$ cat config.mk
export PLATFORM = sky130hd
export DESIGN_NAME = rgb_to_hsv_hue_value_top
export DESIGN_NICKNAME = d
export VERILOG_FILES = /design/src/hw/rtl/rthv_pkg.sv /design/src/hw/rtl/rgb_to_hsv_hue_value_top.sv /design/src/hw/rtl/rthv_sort.sv /design/src/hw/rtl/rthv_prep.sv /design/src/hw/rtl/rthv_div_stage.sv /design/src/hw/rtl/rthv_hue.sv
export SDC_FILE = /design/constraint.sdc
export NUM_CORES = 1
export LEC_CHECK = 0
export BUFFER_PORTS_ARGS = -buffer_cell sky130_fd_sc_hd__buf_2
export CORE_MARGIN = 5
export CORE_UTILIZATION = 50
export DETAILED_ROUTE_END_ITERATION = 16
export GPL_TIMING_DRIVEN = 0
export PLACE_DENSITY = 0.78
export SLEW_MARGIN = 20
export SYNTH_ARGS = -nofsm -noshare
export SYNTH_HDL_FRONTEND = slang
export SYNTH_HIERARCHICAL = 1
export SYNTH_SLANG_ARGS = --single-unit
$ cat constraint.sdc
create_clock -name clock -period 5.9 [get_ports clock]
set_input_delay 0.885 -clock clock [delete_from_list [all_inputs] [get_ports clock]]
set_output_delay 0.885 -clock clock [all_outputs]
set_load 0.05 [all_outputs]
$ cat src/hw/rtl/rthv_pkg.sv
// ----------------------------------------------------------------------------
// rthv_pkg: shared types and constants of the RGB to hue/value converter
// Stage payload structs, hue sector codes and fixed hue offsets.
// ----------------------------------------------------------------------------
package rthv_pkg;

   localparam int CHAN_W         = 8;
   localparam int HUE_W          = 13;
   localparam int QUO_W          = 10;
   localparam int NUM_W          = CHAN_W + QUO_W;
   localparam int BITS_PER_STAGE = 2;
   localparam int DIV_STAGES     = QUO_W / BITS_PER_STAGE;

   localparam logic [HUE_W-1:0] HUE_FULL       = 13'd5760;
   localparam logic [HUE_W-1:0] HUE_BASE_GREEN = 13'd1920;
   localparam logic [HUE_W-1:0] HUE_BASE_BLUE  = 13'd3840;
   localparam logic [QUO_W-1:0] QUO_MAX        = 10'd960;

   typedef enum logic [1:0] {
      SECTOR_RED,
      SECTOR_GREEN,
      SECTOR_BLUE,
      SECTOR_GRAY
   } sector_type;

   typedef struct packed {
      sector_type          sector;
      logic [CHAN_W-1:0]   red;
      logic [CHAN_W-1:0]   green;
      logic [CHAN_W-1:0]   blue;
      logic [CHAN_W-1:0]   vmax;
      logic [CHAN_W-1:0]   vmin;
      logic [CHAN_W-1:0]   alpha;
   } sort_type;

   typedef struct packed {
      sector_type          sector;
      logic                neg;
      logic [CHAN_W-1:0]   vmax;
      logic [CHAN_W-1:0]   alpha;
      logic [CHAN_W-1:0]   dlt;
      logic [CHAN_W-1:0]   rem;
      logic [QUO_W-1:0]    numl;
      logic [QUO_W-1:0]    quo;
   } div_type;

endpackage

$ cat src/hw/rtl/rgb_to_hsv_hue_value_top.sv
// ----------------------------------------------------------------------------
// rgb_to_hsv_hue_value_top: RGB to hue/value pixel converter
// Channel  | Direction | Transaction fields
// req_     | in        | red, green, blue, alpha_in (8 bits each)
// rsp_     | out       | hue (13 bits, 1/16 degree), brightness, alpha_out
//
// Accepts one pixel per cycle while req_ready is high; each pixel passes
// through eight register stages in all.
// The restoring divider has five slices, two quotient bits each.
// Reset clears only the stage valid bits; payload registers are not reset.
// Each stage holds while the next one is full and stalled; empty stages
// keep filling, so a stalled output does not block new transactions at once.
// ----------------------------------------------------------------------------
module rgb_to_hsv_hue_value_top (
   input  logic                          clock,
   input  logic                          reset,
   input  logic                          req_valid,
   output logic                          req_ready,
   input  logic [rthv_pkg::CHAN_W-1:0]   req_red,
   input  logic [rthv_pkg::CHAN_W-1:0]   req_green,
   input  logic [rthv_pkg::CHAN_W-1:0]   req_blue,
   input  logic [rthv_pkg::CHAN_W-1:0]   req_alpha_in,
   output logic                          rsp_valid,
   input  logic                          rsp_ready,
   output logic [rthv_pkg::HUE_W-1:0]    rsp_hue,
   output logic [rthv_pkg::CHAN_W-1:0]   rsp_brightness,
   output logic [rthv_pkg::CHAN_W-1:0]   rsp_alpha_out
);
   import rthv_pkg::*;

   sort_type sort_data;
   logic     sort_valid, sort_ready;
   div_type  div_data  [DIV_STAGES+1];
   logic     div_valid [DIV_STAGES+1];
   logic     div_ready [DIV_STAGES+1];

   rthv_sort u_sort (
      .clock     (clock),
      .reset     (reset),
      .in_valid  (req_valid),
      .in_ready  (req_ready),
      .in_red    (req_red),
      .in_green  (req_green),
      .in_blue   (req_blue),
      .in_alpha  (req_alpha_in),
      .out_valid (sort_valid),
      .out_ready (sort_ready),
      .out_data  (sort_data)
   );

   rthv_prep u_prep (
      .clock     (clock),
      .reset     (reset),
      .in_valid  (sort_valid),
      .in_ready  (sort_ready),
      .in_data   (sort_data),
      .out_valid (div_valid[0]),
      .out_ready (div_ready[0]),
      .out_data  (div_data[0])
   );

   for (genvar s = 0; s < DIV_STAGES; s++) begin : g_div
      rthv_div_stage u_div (
         .clock     (clock),
         .reset     (reset),
         .in_valid  (div_valid[s]),
         .in_ready  (div_ready[s]),
         .in_data   (div_data[s]),
         .out_valid (div_valid[s+1]),
         .out_ready (div_ready[s+1]),
         .out_data  (div_data[s+1])
      );
   end

   rthv_hue u_hue (
      .clock          (clock),
      .reset          (reset),
      .in_valid       (div_valid[DIV_STAGES]),
      .in_ready       (div_ready[DIV_STAGES]),
      .in_data        (div_data[DIV_STAGES]),
      .out_valid      (rsp_valid),
      .out_ready      (rsp_ready),
      .out_hue        (rsp_hue),
      .out_brightness (rsp_brightness),
      .out_alpha      (rsp_alpha_out)
   );

endmodule

$ cat src/hw/rtl/rthv_sort.sv
// ----------------------------------------------------------------------------
// rthv_sort: channel ordering stage
// Finds the largest and smallest channel and the hue sector of a pixel.
// ----------------------------------------------------------------------------
module rthv_sort (
   input  logic                          clock,
   input  logic                          reset,
   input  logic                          in_valid,
   output logic                          in_ready,
   input  logic [rthv_pkg::CHAN_W-1:0]   in_red,
   input  logic [rthv_pkg::CHAN_W-1:0]   in_green,
   input  logic [rthv_pkg::CHAN_W-1:0]   in_blue,
   input  logic [rthv_pkg::CHAN_W-1:0]   in_alpha,
   output logic                          out_valid,
   input  logic                          out_ready,
   output rthv_pkg::sort_type            out_data
);
   import rthv_pkg::*;

   logic     valid_ff, valid_in;
   sort_type data_ff, data_in;
   logic     r_ge_g, r_ge_b, g_ge_b;

   assign in_ready  = !valid_ff || out_ready;
   assign out_valid = valid_ff;
   assign out_data  = data_ff;
   assign valid_in  = in_ready ? in_valid : valid_ff;

   always_comb begin
      r_ge_g        = in_red >= in_green;
      r_ge_b        = in_red >= in_blue;
      g_ge_b        = in_green >= in_blue;
      data_in.red   = in_red;
      data_in.green = in_green;
      data_in.blue  = in_blue;
      data_in.alpha = in_alpha;
      if (r_ge_g && r_ge_b) begin
         data_in.sector = SECTOR_RED;
         data_in.vmax   = in_red;
      end else if (g_ge_b) begin
         data_in.sector = SECTOR_GREEN;
         data_in.vmax   = in_green;
      end else begin
         data_in.sector = SECTOR_BLUE;
         data_in.vmax   = in_blue;
      end
      if (!r_ge_g && !r_ge_b) begin
         data_in.vmin = in_red;
      end else if (!g_ge_b) begin
         data_in.vmin = in_green;
      end else begin
         data_in.vmin = in_blue;
      end
      if (in_red == in_green && in_green == in_blue) begin
         data_in.sector = SECTOR_GRAY;
      end
   end

   always_ff @(posedge clock) begin
      if (reset) begin
         valid_ff <= 1'b0;
      end else begin
         valid_ff <= valid_in;
      end
   end

   always_ff @(posedge clock) begin
      if (in_valid && in_ready) begin
         data_ff <= data_in;
      end
   end

endmodule

$ cat src/hw/rtl/rthv_prep.sv
// ----------------------------------------------------------------------------
// rthv_prep: divider setup stage
// Forms the channel spread, the signed sector offset and the scaled dividend.
// ----------------------------------------------------------------------------
module rthv_prep (
   input  logic                 clock,
   input  logic                 reset,
   input  logic                 in_valid,
   output logic                 in_ready,
   input  rthv_pkg::sort_type   in_data,
   output logic                 out_valid,
   input  logic                 out_ready,
   output rthv_pkg::div_type    out_data
);
   import rthv_pkg::*;

   logic              valid_ff, valid_in;
   div_type           data_ff, data_in;
   logic [CHAN_W-1:0] op_p, op_q, mag;
   logic [NUM_W-1:0]  num;

   assign in_ready  = !valid_ff || out_ready;
   assign out_valid = valid_ff;
   assign out_data  = data_ff;
   assign valid_in  = in_ready ? in_valid : valid_ff;

   always_comb begin
      case (in_data.sector)
         SECTOR_RED: begin
            op_p = in_data.green;
            op_q = in_data.blue;
         end
         SECTOR_GREEN: begin
            op_p = in_data.blue;
            op_q = in_data.red;
         end
         default: begin
            op_p = in_data.red;
            op_q = in_data.green;
         end
      endcase
      data_in.neg    = op_p < op_q;
      mag            = data_in.neg ? (op_q - op_p) : (op_p - op_q);
      num            = {mag, {QUO_W{1'b0}}} - {{(QUO_W-6){1'b0}}, mag, 6'b0};
      data_in.sector = in_data.sector;
      data_in.vmax   = in_data.vmax;
      data_in.alpha  = in_data.alpha;
      data_in.dlt    = in_data.vmax - in_data.vmin;
      data_in.rem    = num[NUM_W-1:QUO_W];
      data_in.numl   = num[QUO_W-1:0];
      data_in.quo    = '0;
   end

   always_ff @(posedge clock) begin
      if (reset) begin
         valid_ff <= 1'b0;
      end else begin
         valid_ff <= valid_in;
      end
   end

   always_ff @(posedge clock) begin
      if (in_valid && in_ready) begin
         data_ff <= data_in;
      end
   end

endmodule

$ cat src/hw/rtl/rthv_div_stage.sv
// ----------------------------------------------------------------------------
// rthv_div_stage: restoring divider slice
// Retires two quotient bits of the sector offset divided by the spread.
// ----------------------------------------------------------------------------
module rthv_div_stage (
   input  logic                 clock,
   input  logic                 reset,
   input  logic                 in_valid,
   output logic                 in_ready,
   input  rthv_pkg::div_type    in_data,
   output logic                 out_valid,
   input  logic                 out_ready,
   output rthv_pkg::div_type    out_data
);
   import rthv_pkg::*;

   logic            valid_ff, valid_in;
   div_type         data_ff, data_in;
   logic [CHAN_W:0] trial;

   assign in_ready  = !valid_ff || out_ready;
   assign out_valid = valid_ff;
   assign out_data  = data_ff;
   assign valid_in  = in_ready ? in_valid : valid_ff;

   always_comb begin
      data_in = in_data;
      trial   = '0;
      for (int i = 0; i < BITS_PER_STAGE; i++) begin
         trial        = {data_in.rem, data_in.numl[QUO_W-1]};
         data_in.numl = {data_in.numl[QUO_W-2:0], 1'b0};
         if (trial >= {1'b0, data_in.dlt}) begin
            trial       = trial - {1'b0, data_in.dlt};
            data_in.quo = {data_in.quo[QUO_W-2:0], 1'b1};
         end else begin
            data_in.quo = {data_in.quo[QUO_W-2:0], 1'b0};
         end
         data_in.rem = trial[CHAN_W-1:0];
      end
   end

   always_ff @(posedge clock) begin
      if (reset) begin
         valid_ff <= 1'b0;
      end else begin
         valid_ff <= valid_in;
      end
   end

   always_ff @(posedge clock) begin
      if (in_valid && in_ready) begin
         data_ff <= data_in;
      end
   end

endmodule

$ cat src/hw/rtl/rthv_hue.sv
// ----------------------------------------------------------------------------
// rthv_hue: hue assembly and output register
// Adds the quotient to the sector base or subtracts it (zero hue for gray), wraps negative hues, holds the result.
// ----------------------------------------------------------------------------
module rthv_hue (
   input  logic                          clock,
   input  logic                          reset,
   input  logic                          in_valid,
   output logic                          in_ready,
   input  rthv_pkg::div_type             in_data,
   output logic                          out_valid,
   input  logic                          out_ready,
   output logic [rthv_pkg::HUE_W-1:0]    out_hue,
   output logic [rthv_pkg::CHAN_W-1:0]   out_brightness,
   output logic [rthv_pkg::CHAN_W-1:0]   out_alpha
);
   import rthv_pkg::*;

   logic              valid_ff, valid_in;
   logic [HUE_W-1:0]  hue_ff, hue_in;
   logic [CHAN_W-1:0] bright_ff, alpha_ff;
   logic [HUE_W-1:0]  quo_ext, quo_up;

   assign in_ready       = !valid_ff || out_ready;
   assign out_valid      = valid_ff;
   assign out_hue        = hue_ff;
   assign out_brightness = bright_ff;
   assign out_alpha      = alpha_ff;
   assign valid_in       = in_ready ? in_valid : valid_ff;

   always_comb begin
      quo_ext = {{(HUE_W-QUO_W){1'b0}}, in_data.quo};
      quo_up  = quo_ext + {{(HUE_W-1){1'b0}}, (in_data.rem != '0)};
      case (in_data.sector)
         SECTOR_RED: begin
            if (in_data.neg && in_data.quo != '0) begin
               hue_in = HUE_FULL - quo_ext;
            end else if (in_data.neg) begin
               hue_in = '0;
            end else begin
               hue_in = quo_ext;
            end
         end
         SECTOR_GREEN: begin
            hue_in = in_data.neg ? (HUE_BASE_GREEN - quo_up) : (HUE_BASE_GREEN + quo_ext);
         end
         SECTOR_BLUE: begin
            hue_in = in_data.neg ? (HUE_BASE_BLUE - quo_up) : (HUE_BASE_BLUE + quo_ext);
         end
         default: begin
            hue_in = '0;
         end
      endcase
   end

   always_ff @(posedge clock) begin
      if (reset) begin
         valid_ff <= 1'b0;
      end else begin
         valid_ff <= valid_in;
      end
   end

   always_ff @(posedge clock) begin
      if (in_valid && in_ready) begin
         hue_ff    <= hue_in;
         bright_ff <= in_data.vmax;
         alpha_ff  <= in_data.alpha;
      end
   end

`ifndef SYNTHESIS
   a_hue_range: assert property (@(posedge clock) disable iff (reset)
      valid_ff |-> hue_ff < HUE_FULL)
      else $error("hue out of range");

   a_gray_zero: assert property (@(posedge clock) disable iff (reset)
      (in_valid && in_ready && in_data.sector == SECTOR_GRAY) |=> hue_ff == '0)
      else $error("achromatic pixel gave nonzero hue");

   a_quo_bound: assert property (@(posedge clock) disable iff (reset)
      (in_valid && in_data.sector != SECTOR_GRAY) |-> in_data.quo <= QUO_MAX)
      else $error("quotient exceeds sixty degrees");

   a_rem_bound: assert property (@(posedge clock) disable iff (reset)
      (in_valid && in_data.sector != SECTOR_GRAY) |-> in_data.rem < in_data.dlt)
      else $error("divider remainder not below divisor");
`endif

endmodule
==> metrics.txt <==
# TYPE chip_impl_metric gauge
chip_impl_metric{name="dp.final_hpwl",unit="µm"} 29200
chip_impl_metric{name="fin_clk_skew",unit="ns"} 0.0230
chip_impl_metric{name="timing.setup.tns",unit="ns"} 0
chip_impl_metric{name="n_antenna_cell",unit=""} 0
chip_impl_metric{name="io_buffers",unit=""} 66
chip_impl_metric{name="gp_routability_congestion",unit=""} 0.917
chip_impl_info{name="cts_tree",value="done"} 1
chip_impl_metric{name="mean_area_per_synthesized_cell",unit="µm²"} 12.5
chip_impl_metric{name="hold_buf_cts",unit=""} 0
chip_impl_info{name="highest_layer",value="met4"} 1
chip_impl_info{name="crit_path_top_cell_by_count",value="sky130_fd_sc_hd__a21oi_1"} 1
chip_impl_metric{name="switchingPower",unit="W"} 0.00278
chip_impl_metric{name="layout_min_cycle_time",unit="ns"} 5.51
chip_impl_metric{name="initial_core_util",unit=""} 0.506
chip_impl_metric{name="die_area",unit="µm²"} 43300
chip_impl_metric{name="synth_cells",unit=""} 1568
chip_impl_metric{name="report.final.slew_viol_count",unit=""} 0
chip_impl_metric{name="wl_per_cell",unit="µm"} 18.1
chip_impl_metric{name="p_sw_frac",unit=""} 0.318
chip_impl_metric{name="final.hold.worst_slack",unit="ns"} 0.405
chip_impl_info{name="timing.critical_path.to",value="u_prep/out_data[27]"} 1
chip_impl_info{name="final_common_cell",value="sky130_fd_sc_hd__edfxtp_1"} 1
chip_impl_metric{name="detailroute.wirelength.met3",unit="µm"} 2020
chip_impl_metric{name="cell_count_after_placement",unit=""} 2164
chip_impl_metric{name="critical_path.max_stage_delay",unit="ns"} 0.45
chip_impl_metric{name="cap_viol_max_count",unit=""} 0
chip_impl_metric{name="route.detailed.drc",unit=""} 0
chip_impl_info{name="setup_crit_path_kind",value="reg -> reg"} 1
chip_impl_metric{name="io_pins",unit=""} 67
chip_impl_info{name="outcome",value="finished clean"} 1
chip_impl_metric{name="critical_path_arrival",unit="ns"} 5.76
chip_impl_metric{name="grt_overflow",unit=""} 0
chip_impl_info{name="crit-reg2reg-launch",value="u_sort/out_data[48]"} 1
chip_impl_metric{name="total_power",unit="W"} 0.00876
chip_impl_metric{name="route.met2.wl",unit="µm"} 20800
chip_impl_metric{name="layout-area-overhead-vs-synth",unit="%"} 12.0
chip_impl_metric{name="setup_violations",unit=""} 0
chip_impl_info{name="crit_path_start",value="u_sort/out_data[48]"} 1
chip_impl_metric{name="internal_power",unit="W"} 0.00598
chip_impl_metric{name="vias_in_the_first_global_route",unit=""} 13117
chip_impl_info{name="timing.critical_path.from_type",value="register"} 1
chip_impl_info{name="slowest_stage",value="sky130_fd_sc_hd__clkbuf_1"} 1
chip_impl_metric{name="insertion_delay",unit="ns"} 0.53
chip_impl_metric{name="ff2ff_setup_slack",unit="ns"} 0.39
chip_impl_metric{name="power.static_leakage",unit="nW"} 8.42
chip_impl_metric{name="row_count",unit=""} 72
chip_impl_metric{name="maxSlewHeadroom",unit=""} 0.527
chip_impl_metric{name="reg2reg_depth",unit=""} 20
chip_impl_metric{name="final-hold-violation-count",unit=""} 0
chip_impl_metric{name="fmax",unit="GHz"} 0.182
chip_impl_metric{name="vdd.ir_drop.worst",unit="µV"} 247
chip_impl_metric{name="drtPass1Iterations",unit=""} 6
chip_impl_info{name="cell_by_cell_trace_of_the_critical_path",value="clkbuf_1 -> clkbuf_2 -> mux2i_1 -> nor2_1 -> a21oi_1 -> ha_1 -> a21oi_1 -> nand2_1 -> o21ai_4 -> mux2i_1 -> nand2_1 -> nand3_1 -> a21oi_1 -> xor2_1 -> ha_1 -> clkbuf_1 -> and2_1 -> or3b_1 -> a31oi_1 -> xnor2_1"} 1
chip_impl_metric{name="finish.cell_count_without_fillers",unit=""} 2228
chip_impl_metric{name="layout-drive-gt1-share",unit=""} 0.164
chip_impl_metric{name="post_dp_cell_area",unit="µm²"} 20800
chip_impl_metric{name="sequentialPowerShare",unit=""} 0.353
chip_impl_info{name="mostFrequentLayoutCells",value="sky130_fd_sc_hd__edfxtp_1 (335), sky130_fd_sc_hd__inv_1 (147), sky130_fd_sc_hd__ha_1 (142), sky130_fd_sc_hd__a21oi_1 (93), sky130_fd_sc_hd__buf_2 (73)"} 1
chip_impl_metric{name="grt_start_max_net_pins",unit=""} 36
chip_impl_metric{name="detail_route.vias_per_cell",unit=""} 5.73
chip_impl_metric{name="power.share.clock",unit=""} 0.261
chip_impl_metric{name="route.antenna.remaining_nets",unit=""} 0
chip_impl_metric{name="cts_clk_pin_slew_worst_paths",unit="ns"} 0.06
chip_impl_metric{name="worst-path-max-fanout",unit=""} 10
chip_impl_metric{name="power_frac_comb",unit=""} 0.386
chip_impl_info{name="timing.hold.worst.class",value="reg -> reg"} 1
chip_impl_metric{name="final.period_utilization",unit=""} 0.934
chip_impl_metric{name="dieWidth",unit="µm"} 208
chip_impl_metric{name="cts_buffers",unit=""} 36
chip_impl_metric{name="netlist_area",unit="µm²"} 19600
chip_impl_metric{name="timing.critical_path.required",unit="ns"} 6.16
chip_impl_info{name="reg2reg_to",value="u_prep/out_data[27]"} 1
chip_impl_metric{name="numClockSinks",unit=""} 343
chip_impl_metric{name="power_density",unit="nW/µm²"} 399
chip_impl_info{name="cp_top_family",value="compound AO/OA/AOI/OAI gates"} 1
chip_impl_metric{name="antenna_found_initial",unit=""} 0
chip_impl_info{name="unrepaired_setup_endpoints_after_global_routing",value="false"} 1
chip_impl_metric{name="wirelength_met1",unit="µm"} 16600
chip_impl_metric{name="measured_slew_at_the_worst_slew_check_pin",unit="ns"} 0.710
chip_impl_metric{name="die_h",unit="µm"} 208
chip_impl_metric{name="wp_buf_inv",unit=""} 3
chip_impl_info{name="setup.worst_path.end_class",value="register"} 1
chip_impl_metric{name="detail_route.wirelength",unit="µm"} 40400
chip_impl_metric{name="grt_pass1_wl",unit="µm"} 65900
chip_impl_metric{name="nets",unit=""} 1875
chip_impl_metric{name="nFillCells",unit=""} 3033
chip_impl_metric{name="synth-warning-count",unit=""} 6
chip_impl_metric{name="core_region_area",unit="µm²"} 38700
chip_impl_metric{name="cts_htree_levels",unit=""} 2
chip_impl_info{name="ctsRootBufferMaster",value="sky130_fd_sc_hd__clkbuf_16"} 1
chip_impl_metric{name="ff_latch_area",unit="µm²"} 10200
chip_impl_metric{name="clock_tree.buffer_depth",unit=""} 3
chip_impl_metric{name="worstSetupPathDepth",unit=""} 20
chip_impl_metric{name="final_design_area_no_fill",unit="µm²"} 21900
chip_impl_metric{name="grt_resource_usage_total",unit=""} 0.181
chip_impl_metric{name="vias",unit=""} 12776
chip_impl_metric{name="initialDrtViolationCount",unit=""} 922
chip_impl_metric{name="multi_input_area",unit="µm²"} 8490
layer usage:
metal	vias up	track usage
met5	-	0
met3	88	0.0273
met4	0	0.0505
li1	6153	-
met1	6146	0.223
met2	389	0.332
power groups by stage:
stage	sequential, W	combinational, W	clock [W]
after floorplan	0.00310	0.00272	0
after global placement	0.00313	0.00318	0
after detailed placement	0.00314	0.00333	0
after CTS	0.00309	0.00337	0.00233
after global routing	0.00310	0.00370	0.00244
final	0.00309	0.00338	0.00229
worst reg2reg max path: stages, from the launching register on:
cell and delay (ns):
sky130_fd_sc_hd__edfxtp_1 0.38, sky130_fd_sc_hd__clkbuf_1 0.45, sky130_fd_sc_hd__clkbuf_2 0.43, sky130_fd_sc_hd__mux2i_1 0.25, sky130_fd_sc_hd__nor2_1 0.06, sky130_fd_sc_hd__a21oi_1 0.17, sky130_fd_sc_hd__ha_1 0.30, sky130_fd_sc_hd__a21oi_1 0.39
sky130_fd_sc_hd__nand2_1 0.19, sky130_fd_sc_hd__o21ai_4 0.35, sky130_fd_sc_hd__mux2i_1 0.37, sky130_fd_sc_hd__nand2_1 0.10, sky130_fd_sc_hd__nand3_1 0.09, sky130_fd_sc_hd__a21oi_1 0.09, sky130_fd_sc_hd__xor2_1 0.33, sky130_fd_sc_hd__ha_1 0.30
sky130_fd_sc_hd__clkbuf_1 0.18, sky130_fd_sc_hd__and2_1 0.20, sky130_fd_sc_hd__or3b_1 0.37, sky130_fd_sc_hd__a31oi_1 0.18, sky130_fd_sc_hd__xnor2_1 0.09
metrics by stage:
| step | setup WS, ns | util |
|---|---|---|
| 3_3_place_gp | 0.457 | 0.532 |
| 4_1_cts | 0.175 | 0.566 |
| 6_report | 0.391 | 0.566 |
| 5_1_grt | 0.0805 | 0.566 |
| 3_5_place_dp | 0.200 | 0.536 |
| 2_1_floorplan | 1.22 | - |
cell type report:
class / instances / share of cell area
repair buffers: 73 / 0.0218
inverters: 150 / 0.0257
clock buffers: 44 / 0.0429
well taps: 518 / 0.0295
plain buffers: 51 / 0.0160
clock inverters: 20 / 0.0113
flip-flops and latches: 343 / 0.466
multi-input cells: 1029 / 0.387
registers in the layout (all words and copies together) (netlist names):
name	cells
u_hue/out_brightness	8
u_hue/out_alpha	8
u_prep/out_data	39
g_div.u_div/out_valid	5
u_sort/out_valid	1
u_hue/out_hue	13
u_sort/out_data	50
u_prep/out_valid	1
g_div.u_div/out_data	217
u_hue/out_valid	1
how the worst min path moves through the flow:
stage | startpoint | endpoint | slack, ns | cells past startpoint
2_1_floorplan | u_prep/out_data[16] | g_div[0].u_div/out_data[18] | 0.40 | 0
3_3_place_gp | g_div[1].u_div/out_data[48] | g_div[2].u_div/out_data[48] | 0.40 | 0
3_5_place_dp | g_div[0].u_div/out_data[14] | g_div[1].u_div/out_data[16] | 0.40 | 0
4_1_cts | g_div[1].u_div/out_data[47] | g_div[2].u_div/out_data[47] | 0.40 | 0
5_1_grt | g_div[1].u_div/out_data[47] | g_div[2].u_div/out_data[47] | 0.42 | 0
6_report | g_div[0].u_div/out_data[54] | g_div[1].u_div/out_data[54] | 0.40 | 0
repair_timing:
| item | in CTS | in global routing |
|---|---|---|
| setup endpoints to repair | 0 | 1 |
| gates resized for setup | 0 | 2 |
| buffers inserted | 0 | 0 |
Note: power is estimated with default switching activity, not from simulation.
